### src/rtl/core/sfdr_pkg.sv
`default_nettype none

package sfdr_pkg;

	// Field widths.
	localparam int unsigned BYTE_W = 8;
	localparam int unsigned LEN_W  = 6;

	// Longest frame the length field can describe.
	localparam int unsigned MAX_LEN = 63;

	// Configuration register indexes.
	localparam logic [1:0] REG_FRAME_MODE = 2'd0;
	localparam logic [1:0] REG_HEADER     = 2'd1;
	localparam logic [1:0] REG_MIN_LEN    = 2'd2;
	localparam logic [1:0] REG_FIXED_LEN  = 2'd3;

	// Register reset values.
	localparam logic [7:0] HEADER_RESET    = 8'hAA;
	localparam logic [5:0] MIN_LEN_RESET   = 6'd4;
	localparam logic [5:0] FIXED_LEN_RESET = 6'd8;

	// Input kinds on the slave side.
	localparam logic ACT_PUSH = 1'b0;
	localparam logic ACT_POLL = 1'b1;

	// Result kinds on the master side.
	localparam logic KIND_NONE  = 1'b0;
	localparam logic KIND_FRAME = 1'b1;

	// Frame modes.
	localparam logic MODE_VARIABLE = 1'b0;
	localparam logic MODE_FIXED    = 1'b1;

	typedef enum logic [3:0] {
		ST_IDLE,
		ST_CHECK,
		ST_HDR,
		ST_LEN,
		ST_SUM_RD,
		ST_SUM_ACC,
		ST_EMIT_RD,
		ST_EMIT_OUT,
		ST_NONE
	} state_t;

	// Command from the parser to the ring buffer.
	typedef struct packed {
		logic              push;
		logic [BYTE_W-1:0] wdata;
		logic              skip;
		logic [LEN_W-1:0]  skip_n;
	} ring_cmd_t;

endpackage

`default_nettype wire

### src/rtl/core/sfdr_ring.sv
`default_nettype none

module sfdr_ring #(
	parameter int unsigned BUF_DEPTH = 64
) (
	input  wire logic                               clk,
	input  wire logic                               arst_n,
	input  wire sfdr_pkg::ring_cmd_t                cmd,
	input  wire logic [sfdr_pkg::LEN_W-1:0]         rd_off,
	output logic      [sfdr_pkg::BYTE_W-1:0]        rd_data,
	output logic      [$clog2(BUF_DEPTH)-1:0]       fill
);

	localparam int unsigned PTR_W = $clog2(BUF_DEPTH);
	localparam int unsigned W2    = PTR_W + 1;

	logic [sfdr_pkg::BYTE_W-1:0] mem [BUF_DEPTH];
	logic [PTR_W-1:0]            rp_q;
	logic [PTR_W-1:0]            wp_q;
	logic [PTR_W-1:0]            rd_addr;
	logic [sfdr_pkg::BYTE_W-1:0] rd_data_q;
	logic [W2-1:0]               fill_w;

	// Reduce a sum of a pointer and an offset below the depth.
	function automatic logic [PTR_W-1:0] wrap(input logic [W2-1:0] s);
		logic [W2-1:0] r;
		r = (s >= W2'(BUF_DEPTH)) ? (s - W2'(BUF_DEPTH)) : s;
		return r[PTR_W-1:0];
	endfunction

	// Read address relative to the read pointer.
	assign rd_addr = wrap(W2'(rp_q) + W2'(rd_off));

	// Number of bytes held.
	assign fill_w = W2'(wp_q) - W2'(rp_q) + ((wp_q < rp_q) ? W2'(BUF_DEPTH) : W2'(0));
	assign fill   = fill_w[PTR_W-1:0];

	// Pointer updates.
	always_ff @(posedge clk or negedge arst_n) begin
		if (!arst_n) begin
			rp_q <= '0;
			wp_q <= '0;
		end else begin
			if (cmd.push) begin
				wp_q <= wrap(W2'(wp_q) + W2'(1));
			end
			if (cmd.skip) begin
				rp_q <= wrap(W2'(rp_q) + W2'(cmd.skip_n));
			end
		end
	end

	// Storage with one write and one registered read.
	always_ff @(posedge clk) begin
		if (cmd.push) begin
			mem[wp_q] <= cmd.wdata;
		end
		rd_data_q <= mem[rd_addr];
	end

	assign rd_data = rd_data_q;

endmodule

`default_nettype wire

### src/rtl/core/serial_frame_deframer_ring.sv
`default_nettype none

// Serial frame deframer. Each slave transfer either pushes one received byte
// into a circular buffer of BUF_DEPTH-1 usable bytes (tuser 0) or only polls
// (tuser 1); then one attempt is made to find a frame at the read pointer. A
// frame opens with the header byte; its length is the byte after the header
// (variable mode) or the fixed length register (fixed mode), and its 8-bit
// additive checksum is the last byte (variable) or the second-last (fixed).
// A bad header, bad length or bad checksum drops one byte; too few bytes
// waits. An attempt with no frame gives one result of kind 0; a found frame
// is removed and sent one byte per result, header first, with tlast on the
// final one. The buffer has a single registered read port, so the checksum
// walk and the frame output each read a byte in a read state (SUM_RD,
// EMIT_RD) before using it. Any stall on the master side holds the
// sequencer in its result states. A byte pushed into a full buffer is
// discarded and flagged on every result of that item. No clearing pass
// follows reset.
module serial_frame_deframer_ring #(
	parameter int unsigned BUF_DEPTH = 64
) (
	input  wire logic        clk,
	input  wire logic        arst_n,
	// Configuration writes.
	input  wire logic        cfg_valid,
	output logic             cfg_ready,
	input  wire logic [1:0]  cfg_index,
	input  wire logic [7:0]  cfg_data,
	// Input stream.
	input  wire logic        s_tvalid,
	output logic             s_tready,
	input  wire logic [7:0]  s_tdata,   // [7:0] rx_byte
	input  wire logic        s_tuser,   // [0] action
	// Result stream.
	output logic             m_tvalid,
	input  wire logic        m_tready,
	output logic [15:0]      m_tdata,   // [7:0] frame_byte, [13:8] frame_len,
	                                    // [14] byte_dropped, [15] zero
	output logic             m_tlast,   // frame_last
	output logic             m_tuser    // [0] kind
);

	localparam int unsigned PTR_W = $clog2(BUF_DEPTH);
	localparam int unsigned CW    = ((PTR_W > 8) ? PTR_W : 8) + 1;

	localparam int unsigned BW = sfdr_pkg::BYTE_W;
	localparam int unsigned LW = sfdr_pkg::LEN_W;

	sfdr_pkg::state_t    state_q, state_d;
	sfdr_pkg::ring_cmd_t cmd;

	logic [LW-1:0]    rd_off;
	logic [BW-1:0]    rdata;
	logic [PTR_W-1:0] fill;

	// Configuration registers.
	logic          mode_q;
	logic [BW-1:0] header_q;
	logic [LW-1:0] min_len_q;
	logic [LW-1:0] fixed_len_q;

	// Parse registers.
	logic [LW-1:0] len_q, len_d;
	logic [LW-1:0] ck_q, ck_d;
	logic [LW-1:0] off_q, off_d;
	logic [BW-1:0] sum_q, sum_d;
	logic          dropped_q;

	// Output register.
	logic          out_valid_q;
	logic          out_kind_q;
	logic [BW-1:0] out_byte_q;
	logic          out_last_q;
	logic [LW-1:0] out_len_q;
	logic          out_drop_q;

	logic          s_acc;
	logic          full;
	logic          slot_free;
	logic          ld_out;
	logic          ld_kind;
	logic          ld_last;
	logic [LW-1:0] need;

	// Valid frame length: at least two bytes, fits the buffer and the field.
	function automatic logic len_ok(input logic [BW-1:0] n);
		return (n >= BW'(2)) && (CW'(n) <= CW'(BUF_DEPTH - 1))
			&& (CW'(n) <= CW'(sfdr_pkg::MAX_LEN));
	endfunction

	sfdr_ring #(
		.BUF_DEPTH(BUF_DEPTH)
	) u_ring (
		.clk    (clk),
		.arst_n (arst_n),
		.cmd    (cmd),
		.rd_off (rd_off),
		.rd_data(rdata),
		.fill   (fill)
	);

	assign cfg_ready = 1'b1;
	assign s_tready  = (state_q == sfdr_pkg::ST_IDLE);
	assign s_acc     = s_tvalid && s_tready;
	assign full      = (CW'(fill) >= CW'(BUF_DEPTH - 1));
	assign slot_free = !out_valid_q || m_tready;
	assign need      = (min_len_q < LW'(2)) ? LW'(2) : min_len_q;

	// Configuration register writes.
	always_ff @(posedge clk or negedge arst_n) begin
		if (!arst_n) begin
			mode_q      <= sfdr_pkg::MODE_VARIABLE;
			header_q    <= sfdr_pkg::HEADER_RESET;
			min_len_q   <= sfdr_pkg::MIN_LEN_RESET;
			fixed_len_q <= sfdr_pkg::FIXED_LEN_RESET;
		end else if (cfg_valid && cfg_ready) begin
			unique case (cfg_index)
				sfdr_pkg::REG_FRAME_MODE: mode_q      <= cfg_data[0];
				sfdr_pkg::REG_HEADER:     header_q    <= cfg_data;
				sfdr_pkg::REG_MIN_LEN:    min_len_q   <= cfg_data[LW-1:0];
				sfdr_pkg::REG_FIXED_LEN:  fixed_len_q <= cfg_data[LW-1:0];
				default:                  ;
			endcase
		end
	end

	// Sequencer: next state, ring commands and datapath updates.
	always_comb begin
		state_d    = state_q;
		cmd.push   = 1'b0;
		cmd.wdata  = s_tdata;
		cmd.skip   = 1'b0;
		cmd.skip_n = LW'(1);
		rd_off     = off_q;
		len_d      = len_q;
		ck_d       = ck_q;
		off_d      = off_q;
		sum_d      = sum_q;
		ld_out     = 1'b0;
		ld_kind    = sfdr_pkg::KIND_NONE;
		ld_last    = 1'b1;
		unique case (state_q)
			sfdr_pkg::ST_IDLE: begin
				if (s_acc) begin
					cmd.push = (s_tuser == sfdr_pkg::ACT_PUSH) && !full;
					state_d  = sfdr_pkg::ST_CHECK;
				end
			end
			sfdr_pkg::ST_CHECK: begin
				// Enough bytes held to look at the header; read offset zero.
				rd_off = '0;
				if (mode_q == sfdr_pkg::MODE_VARIABLE) begin
					state_d = (CW'(fill) < CW'(need)) ? sfdr_pkg::ST_NONE
						: sfdr_pkg::ST_HDR;
				end else begin
					state_d = ((CW'(fill) < CW'(fixed_len_q)) || (fill == '0))
						? sfdr_pkg::ST_NONE : sfdr_pkg::ST_HDR;
				end
			end
			sfdr_pkg::ST_HDR: begin
				// Header byte is on the read data; read the length byte next.
				rd_off = LW'(1);
				if (rdata != header_q) begin
					cmd.skip = 1'b1;
					state_d  = sfdr_pkg::ST_NONE;
				end else if (mode_q == sfdr_pkg::MODE_VARIABLE) begin
					state_d = sfdr_pkg::ST_LEN;
				end else if (!len_ok(BW'(fixed_len_q))) begin
					cmd.skip = 1'b1;
					state_d  = sfdr_pkg::ST_NONE;
				end else begin
					len_d   = fixed_len_q;
					ck_d    = fixed_len_q - LW'(2);
					off_d   = '0;
					sum_d   = '0;
					state_d = sfdr_pkg::ST_SUM_RD;
				end
			end
			sfdr_pkg::ST_LEN: begin
				if (!len_ok(rdata)) begin
					cmd.skip = 1'b1;
					state_d  = sfdr_pkg::ST_NONE;
				end else if (CW'(fill) < CW'(rdata)) begin
					state_d = sfdr_pkg::ST_NONE;
				end else begin
					len_d   = rdata[LW-1:0];
					ck_d    = rdata[LW-1:0] - LW'(1);
					off_d   = '0;
					sum_d   = '0;
					state_d = sfdr_pkg::ST_SUM_RD;
				end
			end
			sfdr_pkg::ST_SUM_RD: begin
				state_d = sfdr_pkg::ST_SUM_ACC;
			end
			sfdr_pkg::ST_SUM_ACC: begin
				// Accumulate bytes up to the checksum position, then compare.
				if (off_q == ck_q) begin
					if (sum_q == rdata) begin
						off_d   = '0;
						state_d = sfdr_pkg::ST_EMIT_RD;
					end else begin
						cmd.skip = 1'b1;
						state_d  = sfdr_pkg::ST_NONE;
					end
				end else begin
					sum_d   = sum_q + rdata;
					off_d   = off_q + LW'(1);
					state_d = sfdr_pkg::ST_SUM_RD;
				end
			end
			sfdr_pkg::ST_EMIT_RD: begin
				state_d = sfdr_pkg::ST_EMIT_OUT;
			end
			sfdr_pkg::ST_EMIT_OUT: begin
				// Hand one frame byte to the output register when it is free.
				if (slot_free) begin
					ld_out  = 1'b1;
					ld_kind = sfdr_pkg::KIND_FRAME;
					ld_last = (off_q == len_q - LW'(1));
					if (ld_last) begin
						cmd.skip   = 1'b1;
						cmd.skip_n = len_q;
						state_d    = sfdr_pkg::ST_IDLE;
					end else begin
						off_d   = off_q + LW'(1);
						state_d = sfdr_pkg::ST_EMIT_RD;
					end
				end
			end
			sfdr_pkg::ST_NONE: begin
				if (slot_free) begin
					ld_out  = 1'b1;
					state_d = sfdr_pkg::ST_IDLE;
				end
			end
			default: begin
				state_d = sfdr_pkg::ST_IDLE;
			end
		endcase
	end

	// Sequencer state and output valid.
	always_ff @(posedge clk or negedge arst_n) begin
		if (!arst_n) begin
			state_q     <= sfdr_pkg::ST_IDLE;
			out_valid_q <= 1'b0;
		end else begin
			state_q <= state_d;
			if (ld_out) begin
				out_valid_q <= 1'b1;
			end else if (m_tready) begin
				out_valid_q <= 1'b0;
			end
		end
	end

	// Parse and output payload registers.
	always_ff @(posedge clk) begin
		len_q <= len_d;
		ck_q  <= ck_d;
		off_q <= off_d;
		sum_q <= sum_d;
		if (s_acc) begin
			dropped_q <= (s_tuser == sfdr_pkg::ACT_PUSH) && full;
		end
		if (ld_out) begin
			out_kind_q <= ld_kind;
			out_byte_q <= (ld_kind == sfdr_pkg::KIND_FRAME) ? rdata : '0;
			out_last_q <= ld_last;
			out_len_q  <= (ld_kind == sfdr_pkg::KIND_FRAME) ? len_q : '0;
			out_drop_q <= dropped_q;
		end
	end

	assign m_tvalid = out_valid_q;
	assign m_tdata  = {1'b0, out_drop_q, out_len_q, out_byte_q};
	assign m_tlast  = out_last_q;
	assign m_tuser  = out_kind_q;

endmodule

`default_nettype wire

### config.mk
export PLATFORM = sky130hd
export DESIGN_NAME = serial_frame_deframer_ring
export DESIGN_NICKNAME = d
export VERILOG_FILES = /design/src/rtl/core/sfdr_pkg.sv /design/src/rtl/core/sfdr_ring.sv /design/src/rtl/core/serial_frame_deframer_ring.sv
export SDC_FILE = /design/constraint.sdc
export NUM_CORES = 1
export LEC_CHECK = 0
export ABC_AREA = 1
export BUFFER_PORTS_ARGS = -buffer_cell sky130_fd_sc_hd__buf_2
export CAP_MARGIN = 15
export CORE_ASPECT_RATIO = 0.7
export CORE_MARGIN = 3
export CORE_UTILIZATION = 46
export DETAILED_ROUTE_END_ITERATION = 10
export GPL_TIMING_DRIVEN = 0
export HOLD_SLACK_MARGIN = 0.05
export PLACE_DENSITY = 0.72
export SKIP_CTS_REPAIR_TIMING = 1
export SYNTH_ARGS = -nofsm -noshare
export SYNTH_HDL_FRONTEND = slang
export SYNTH_HIERARCHICAL = 1
export SYNTH_SLANG_ARGS = --single-unit
export TNS_END_PERCENT = 5
### constraint.sdc
create_clock -name clk -period 6.9 [get_ports clk]
set_clock_uncertainty 0.2 [all_clocks]
set_input_delay 1.38 -clock clk [delete_from_list [all_inputs] [get_ports clk]]
set_output_delay 1.38 -clock clk [all_outputs]
set_load 0.02 [all_outputs]
==> results of run 1 <==
per-layer routing:
layer / up-vias / part of all wire, %
met4: 0 / 2.3
met3: 110 / 13
met5: - / 0
li1: 9260 / -
met1: 9715 / 44
met2: 1035 / 41
layout by cell type, fill, tap and decap left out, types with 20 or more instances in the layout:
master                      Yosys  final
sky130_fd_sc_hd__a21oi_1       28     28
sky130_fd_sc_hd__clkbuf_1      74     82
sky130_fd_sc_hd__nand2_1      993    993
sky130_fd_sc_hd__o21ai_0       45     45
sky130_fd_sc_hd__clkbuf_16      0     57
sky130_fd_sc_hd__edfxtp_1     556    556
sky130_fd_sc_hd__xor2_1        20     20
sky130_fd_sc_hd__nand3_1      381    381
sky130_fd_sc_hd__ha_1          43     43
sky130_fd_sc_hd__dfrtp_1       32     32
sky130_fd_sc_hd__nor2_1       133    133
sky130_fd_sc_hd__buf_2         21     65
sky130_fd_sc_hd__inv_1        260    260
cell type report:
class,instances,share of cell area [%]
Sequential cell,602,58.4
Multi-Input combinational cell,1738,26.2
Clock buffer,65,4.77
Inverter,270,3.33
Tap cell,798,3.27
Buffer,118,1.65
Timing Repair Buffer,60,1.44
Clock inverter,33,0.976
how the worst max path moves through the flow:
stage / endpoint / from / depth (start not counted) / slack (ns)
detailed placement: u_ring/mem[44][0] / u_ring/wp_q[0] / 15 / 1.71
global route: u_ring/mem[32][0] / u_ring/wp_q[0] / 18 / 1.28
global placement: u_ring/mem[59][0] / u_ring/wp_q[0] / 16 / 1.43
finish: u_ring/mem[57][0] / u_ring/wp_q[0] / 16 / 1.49
floorplan: u_ring/mem[14][0] / u_ring/wp_q[0] / 14 / 3.28
CTS: u_ring/mem[56][1] / u_ring/wp_q[0] / 15 / 1.65
metrics by stage:
| stage | worst slack [ns] | instance area, sq um | std cells |
|---|---|---|---|
| 4_1_cts | 1.65 | 30500 | 3683 |
| 5_1_grt | 1.28 | 30500 | 3684 |
| 2_1_floorplan | 3.28 | 27300 | 2728 |
| 3_5_place_dp | 1.71 | 28800 | 3585 |
| 6_report | 1.49 | 30500 | 3684 |
| 3_3_place_gp | 1.43 | 28500 | 3568 |
worst max-delay path, delay by kind of cell, from the launching register on:
kind / cells / cell delay (ns)
AND/OR/NAND/NOR: 6 / 2.31
buffers and inverters: 7 / 1.30
adder cells (fa/ha/maj): 2 / 0.59
flip-flops: 1 / 0.38
XOR/XNOR: 1 / 0.23
logic make-up after synthesis:
| logic type | synth area share (%) |
|---|---|
| AO/OA/AOI/OAI | 1.77 |
| XOR/XNOR | 1.39 |
| adder cells (fa/ha/maj) | 2.26 |
| buffers and inverters | 5.56 |
| flip-flops | 65.2 |
| multiplexers | 0.0824 |
| other | 0.0275 |
| AND/OR/NAND/NOR | 23.7 |
registers in the layout (all words and copies together), names as in the netlist, 4 cells and up:
register        cells
out_len_q           6
u_ring/rp_q         6
out_byte_q          8
len_q               6
state_q             4
u_ring/wp_q         6
header_q            8
fixed_len_q         6
min_len_q           6
off_q               6
sum_q               8
ck_q                6
u_ring/mem        512
u_ring/rd_data      8
==> impl_metrics.csv, run 1 <==
group,metric,value,unit
run_status,result_of_the_run,"finished clean",
setup_path,critical_path.startpoint_type,"flop",
logic_synthesis,ys.flop_type,"sky130_fd_sc_hd__edfxtp_1",
setup_path,worst_setup_path_end_kind,"flop",
setup_path,worstReg2RegStart,"u_ring/wp_q[0]",
cells_and_area,antenna-diode-count,0,
sta,timing.fmax,185,MHz
sta,grt_setup_unrepaired,"false",
flow_run,timing.max_cap.violations,0,
global_routing,antenna_found_initial,0,
detailed_routing,drt-pass1-iter-count,5,
cells_and_area,final_layout_size_suffix_gt1_share,7.28,%
clock_tree,path_clk_slew,0.07,ns
global_routing,groute.usage.overall,23.9,%
setup_path,critical_path.max_fanout,10,
sta,setup-violations-final,0,
global_routing,vias_in_the_first_global_route,18800,
die,chipWidth,297,microns
setup_path,critical-path-top-cell-by-count,"sky130_fd_sc_hd__buf_2",
global_routing,grt_start_max_net_pins,65,
sta,fin_setup_tns,0,ns
cells_and_area,multi_input_area,0.00799,sq mm
logic_synthesis,synth_cell_type_count,50,
global_routing,globalRouteOverflowTotal,0,
clock_tree,tritoncts_clock_tree,"yes",
place,post-dp-hpwl,53.5,mm
logic_synthesis,yosysWarningCount,6,
logic_synthesis,synthTopCellsByCount,"sky130_fd_sc_hd__nand2_1, sky130_fd_sc_hd__edfxtp_1, sky130_fd_sc_hd__nand3_1",
die,core_area,0.0585,sq mm
sta,relSlewSlack,31.1,%
die,die_height,210,microns
detailed_routing,drtAntennaViolNets,0,
clock_tree,cts_buffers,56,
detailed_routing,detailedRoute.firstIterationViolations,2842,
logic_synthesis,edff_count_synth,556,
clock_tree,cts_root_buffer,"sky130_fd_sc_hd__clkbuf_16",
sta,hold_viol_final,0,
logic_synthesis,syn_area,0.0273,sq mm
cells_and_area,layout.filler_cells,5079,
clock_tree,insertion_delay,0.62,ns
logic_synthesis,post-synth-top-count-cell,"sky130_fd_sc_hd__nand2_1",
setup_path,reg2reg_to,"u_ring/mem[57][0]",
cells_and_area,nets_finish,2917,
die,initial_standard_cell_utilization_of_the_core,46.7,%
clock_tree,clock-sinks,602,
detailed_routing,drc,0,
global_routing,global_route.peak_usage_layer,"met1",
worst_hold_path,hold_depth,0,
setup_path,worst-setup-path-type,"flop to flop",
place,port_buffers,42,
logic_synthesis,seq_area_frac_synth,65.2,%
die,die_area,0.0624,sq mm
setup_path,critical_path.slowest_cell,"sky130_fd_sc_hd__nor2_1",
global_routing,use_met1,36.5,%
sta,fin_worst_hold_slack,0.251,ns
detailed_routing,vias_per_instance,5.46,
logic_synthesis,post_synth_inst_count,2728,
worst_hold_path,hold_path.class,"flop to flop",
global_routing,grt_use_met2,33.5,%
logic_synthesis,async_flop_share,6.31,%
logic_synthesis,synth_top_cells_by_area,"sky130_fd_sc_hd__edfxtp_1, sky130_fd_sc_hd__nand2_1, sky130_fd_sc_hd__nand3_1",
cells_and_area,finish.utilization,52.1,%
cells_and_area,layout.area.seq,0.0178,sq mm
detailed_routing,postRouteWirelength,75.4,mm
die,ios,45,
global_routing,global_route.usage.met3,6.60,%
die,rows,74,
sta,final.period_utilization,78.3,%
sta,drv_slew,0,
clock_tree,largest_buffer_count_on_any_clock_path,3,
logic_synthesis,synthDominantAreaCellType,"sky130_fd_sc_hd__edfxtp_1",
cells_and_area,layout-area-overhead-vs-synth,11.7,%
detailed_routing,routed_wire_per_std_cell,20.5,microns
worst_hold_path,hold_end,"out_drop_q",
sta,fin_crit,5.41,ns
clock_tree,cts_max_level,2,
setup_path,cp_data_arrival_time,5.44,ns
setup_path,ff2ff_path_depth,16,
setup_path,timing.critical_path.cells,"buf_2, clkinv_1, ha_1, inv_1, fa_1, nand3_1, nand2_1, xor2_1, inv_1, nor4_1, buf_2, nor4_1, buf_2, buf_1, nand3_1, nor2_1",
detailed_routing,dr_total_vias,20100,
logic_synthesis,post-synth-top-area-fraction,61.1,%
logic_synthesis,mappedNetlistNets,2799,
setup_path,cp_data_required_time,6.94,ns
global_routing,grt_first_pass_wirelength,113,mm
sta,worst_pin_slew,1.03,ns
setup_path,crit_path_max_incr_delay,0.98,ns
worst_hold_path,holdCritStartpoint,"dropped_q",
place,finalWeightedCongestion,1.04,
logic_synthesis,postSynthRegisterBits,602,
setup_path,timing.reg2reg.setup_slack,1.49,ns
logic_synthesis,post_synth.cell_area_avg,10.0,sq um
Power of run 1 is left out: the tool's default activity adds up to more than one toggle a clock period on the data nets, which glitch-free logic cannot reach.
==> run 2, diff against run 1 <==
Settings changed: ABC_AREA 1 to 0, PLACE_DENSITY 0.72 to 0.75.
Clock period 6.9 ns to 4.5 ns, I/O delays scaled along.
==> impl_metrics.csv, run 2 <==
group,metric,value,unit
run_status,result_of_the_run,"finished clean",
global_routing,grt_start_max_net_pins,65,
detailed_routing,postRouteWirelength,59.5,mm
global_routing,grt_first_pass_wirelength,88.6,mm
logic_synthesis,dominant_combinational_cell_family_by_area_after_synthesis,"multiplexers",
cells_and_area,final_layout_size_suffix_gt1_share,27.3,%
clock_tree,cts_max_level,2,
place,dpl-instance-area,0.0268,sq mm
setup_path,cp_data_arrival_time,4.45,ns
detailed_routing,drc,0,
sta,grt_setup_unrepaired,"true",
setup_path,worst-setup-path-type,"flop to flop",
sta,relSlewSlack,22.9,%
global_routing,vias_in_the_first_global_route,13900,
cells_and_area,nets_finish,1671,
clock_tree,clock-sinks,602,
die,ios,45,
logic_synthesis,edff_count_synth,556,
detailed_routing,dr_total_vias,14200,
die,rows,71,
sta,drv_slew,0,
logic_synthesis,synthSimpleGateAreaFrac,6.71,%
place,post-dp-hpwl,39.1,mm
logic_synthesis,synth_compound_gate_area_share,3.03,%
sta,hold_viol_final,0,
sta,timing.fmax,227,MHz
die,chipWidth,288,microns
die,die_height,203,microns
die,initial_standard_cell_utilization_of_the_core,47.1,%
die,die_area,0.0586,sq mm
cells_and_area,layout_common_cells,"sky130_fd_sc_hd__edfxtp_1, sky130_fd_sc_hd__mux4_2, sky130_fd_sc_hd__nand2_1",
cells_and_area,antenna-diode-count,0,
detailed_routing,routed_wire_per_std_cell,25.1,microns
sta,worst_pin_slew,1.16,ns
cells_and_area,largest_register,"u_ring/mem",
detailed_routing,drtAntennaViolNets,0,
place,finalWeightedCongestion,0.938,
sta,fin_crit,4.40,ns
sta,setup-violations-final,0,
setup_path,worstReg2RegStart,"u_ring/wp_q[0]",
logic_synthesis,synthDominantAreaCellType,"sky130_fd_sc_hd__edfxtp_1",
detailed_routing,vias_per_instance,5.97,
logic_synthesis,synthTopCellsByCount,"sky130_fd_sc_hd__edfxtp_1, sky130_fd_sc_hd__mux4_2, sky130_fd_sc_hd__nand2_1",
setup_path,critical_path.startpoint_type,"flop",
logic_synthesis,fraction_of_the_mapped_netlist_area_in_adder_cells,2.41,%
logic_synthesis,synth_cell_type_count,75,
worst_hold_path,hold_depth,0,
cells_and_area,largest_reg_flops,512,
logic_synthesis,muxShareOfSynthArea,14.3,%
setup_path,critical_path.max_fanout,8,
global_routing,globalRouteOverflowTotal,0,
setup_path,worst_setup_path_end_kind,"flop",
logic_synthesis,seq_area_frac_synth,69.6,%
sta,final.period_utilization,97.9,%
cells_and_area,layoutNonFillerInstCount,2374,
logic_synthesis,synth_top_cells_by_area,"sky130_fd_sc_hd__edfxtp_1, sky130_fd_sc_hd__mux4_2, sky130_fd_sc_hd__dfrtp_1",
detailed_routing,detailedRoute.firstIterationViolations,1732,
logic_synthesis,post_synth.cell_area_avg,17.2,sq um
clock_tree,tritoncts_clock_tree,"yes",
detailed_routing,drt-pass1-iter-count,6,
worst_hold_path,holdCritStartpoint,"dropped_q",
logic_synthesis,post_synthesis_xor_xnor_area_fraction,1.92,%
clock_tree,path_clk_slew,0.06,ns
logic_synthesis,post_synth_inst_count,1485,
logic_synthesis,syn_area,0.0256,sq mm
logic_synthesis,yosysWarningCount,6,
logic_synthesis,ys.flop_type,"sky130_fd_sc_hd__edfxtp_1",
setup_path,ff2ff_path_depth,14,
logic_synthesis,post-synth-top-count-cell,"sky130_fd_sc_hd__edfxtp_1",
die,core_area,0.0544,sq mm
logic_synthesis,async_flop_share,6.31,%
place,port_buffers,42,
logic_synthesis,postSynthRegisterBits,602,
global_routing,groute.usage.overall,20.2,%
setup_path,timing.reg2reg.setup_slack,0.1,ns
setup_path,reg2reg_to,"u_ring/mem[16][0]",
cells_and_area,stdcell_area,0.0293,sq mm
setup_path,cp_data_required_time,4.54,ns
worst_hold_path,hold_end,"out_drop_q",
cells_and_area,layout-area-overhead-vs-synth,14.3,%
logic_synthesis,mappedNetlistNets,1556,
worst_hold_path,hold_path.class,"flop to flop",
clock_tree,insertion_delay,0.61,ns
place,place_inst,2261,
clock_tree,largest_buffer_count_on_any_clock_path,3,
logic_synthesis,post-synth-top-area-fraction,65.2,%
clock_tree,cts_root_buffer,"sky130_fd_sc_hd__clkbuf_16",
global_routing,antenna_found_initial,0,
clock_tree,cts_buffers,54,
cells_and_area,final_common_cell,"sky130_fd_sc_hd__edfxtp_1",
flow_run,timing.max_cap.violations,0,
==> run 2: cell types whose count changed after synthesis, sizes merged, moves of 15 or more <==
cell / delta
inv: -235
clkbuf: -42
mux2: +22
nand2: -875
nor2: -52
and2: +15
mux4: +128
nor3: +16
nand3: -348
mux2i: +50
==> run 2: worst max-delay path by stage <==
| stage | start | end | slack (ns) | cells past startpoint |
|---|---|---|---|---|
| after floorplan | u_ring/wp_q[0] | u_ring/mem[48][0] | 0.76 | 14 |
| after detailed placement | u_ring/wp_q[0] | u_ring/mem[23][0] | -0.79 | 14 |
| final | u_ring/wp_q[0] | u_ring/mem[16][0] | 0.1 | 14 |
| after global routing | u_ring/wp_q[0] | u_ring/mem[20][3] | -0.13 | 14 |
| after CTS | u_ring/wp_q[0] | u_ring/mem[23][3] | -0.83 | 14 |
| after global placement | u_ring/wp_q[0] | u_ring/mem[23][0] | -0.68 | 14 |
==> run 2: metal layers <==
layer	global-route usage, %	vias to the layer above	share of wire [%]
li1	-	6045	-
met1	32.4	7307	44
met2	28.2	726	43
met3	5.06	89	11
met4	3.65	0	1.6
met5	0	-	0
==> run 2: logic make-up (layout without fill, tap and decap cells) <==
group,Yosys count,count (layout)
DFF,602,602
and+or+nand+nor,363,363
muxes,202,202
AOI/OAI and AO/OA,113,113
buffers and inverters,103,262
xor gates and xnor gates,53,53
adders and majority gates,47,47
other,2,2
==> run 2: cell type report <==
| cell class | instances | area (sq um) |
|---|---|---|
| fillers | 4176 | 25100 |
| flip-flops and latches | 602 | 17800 |
| multi-input cells | 780 | 7800 |
| clock buffers | 61 | 1380 |
| well taps | 730 | 913 |
| plain buffers | 69 | 419 |
| repair buffers | 59 | 414 |
| clock inverters | 39 | 405 |
| inverters | 34 | 128 |
==> run 2: critical path, cell delays in order, from the launching register on <==
cell                       delay (ns)
sky130_fd_sc_hd__dfrtp_1         0.38
sky130_fd_sc_hd__clkbuf_1        0.30
sky130_fd_sc_hd__inv_1           0.19
sky130_fd_sc_hd__ha_1            0.15
sky130_fd_sc_hd__inv_1           0.06
sky130_fd_sc_hd__fa_1            0.40
sky130_fd_sc_hd__a21o_1          0.20
sky130_fd_sc_hd__a21oi_1         0.17
sky130_fd_sc_hd__xnor2_1         0.22
sky130_fd_sc_hd__nand2_1         0.15
sky130_fd_sc_hd__nor3_1          0.06
sky130_fd_sc_hd__nor3b_2         0.33
sky130_fd_sc_hd__nor2b_2         0.40
sky130_fd_sc_hd__nand2_2         0.41
sky130_fd_sc_hd__nor2_4          0.41
==> run 2: stage by stage <==
step / hold WS [ns] / setup WS, ns / setup TNS [ns] / utilization [%]
final: 0.220 / 0.0953 / 0 / 53.8
after detailed placement: 0.207 / -0.786 / -169.42 / 49.2
after floorplan: 0.200 / 0.762 / 0 / -
after global placement: 0.206 / -0.685 / -133.85 / 49.2
after global routing: 0.225 / -0.134 / -16.95 / 53.8
after CTS: 0.223 / -0.831 / -181.95 / 52.5
Power of run 2 is left out for the same reason.
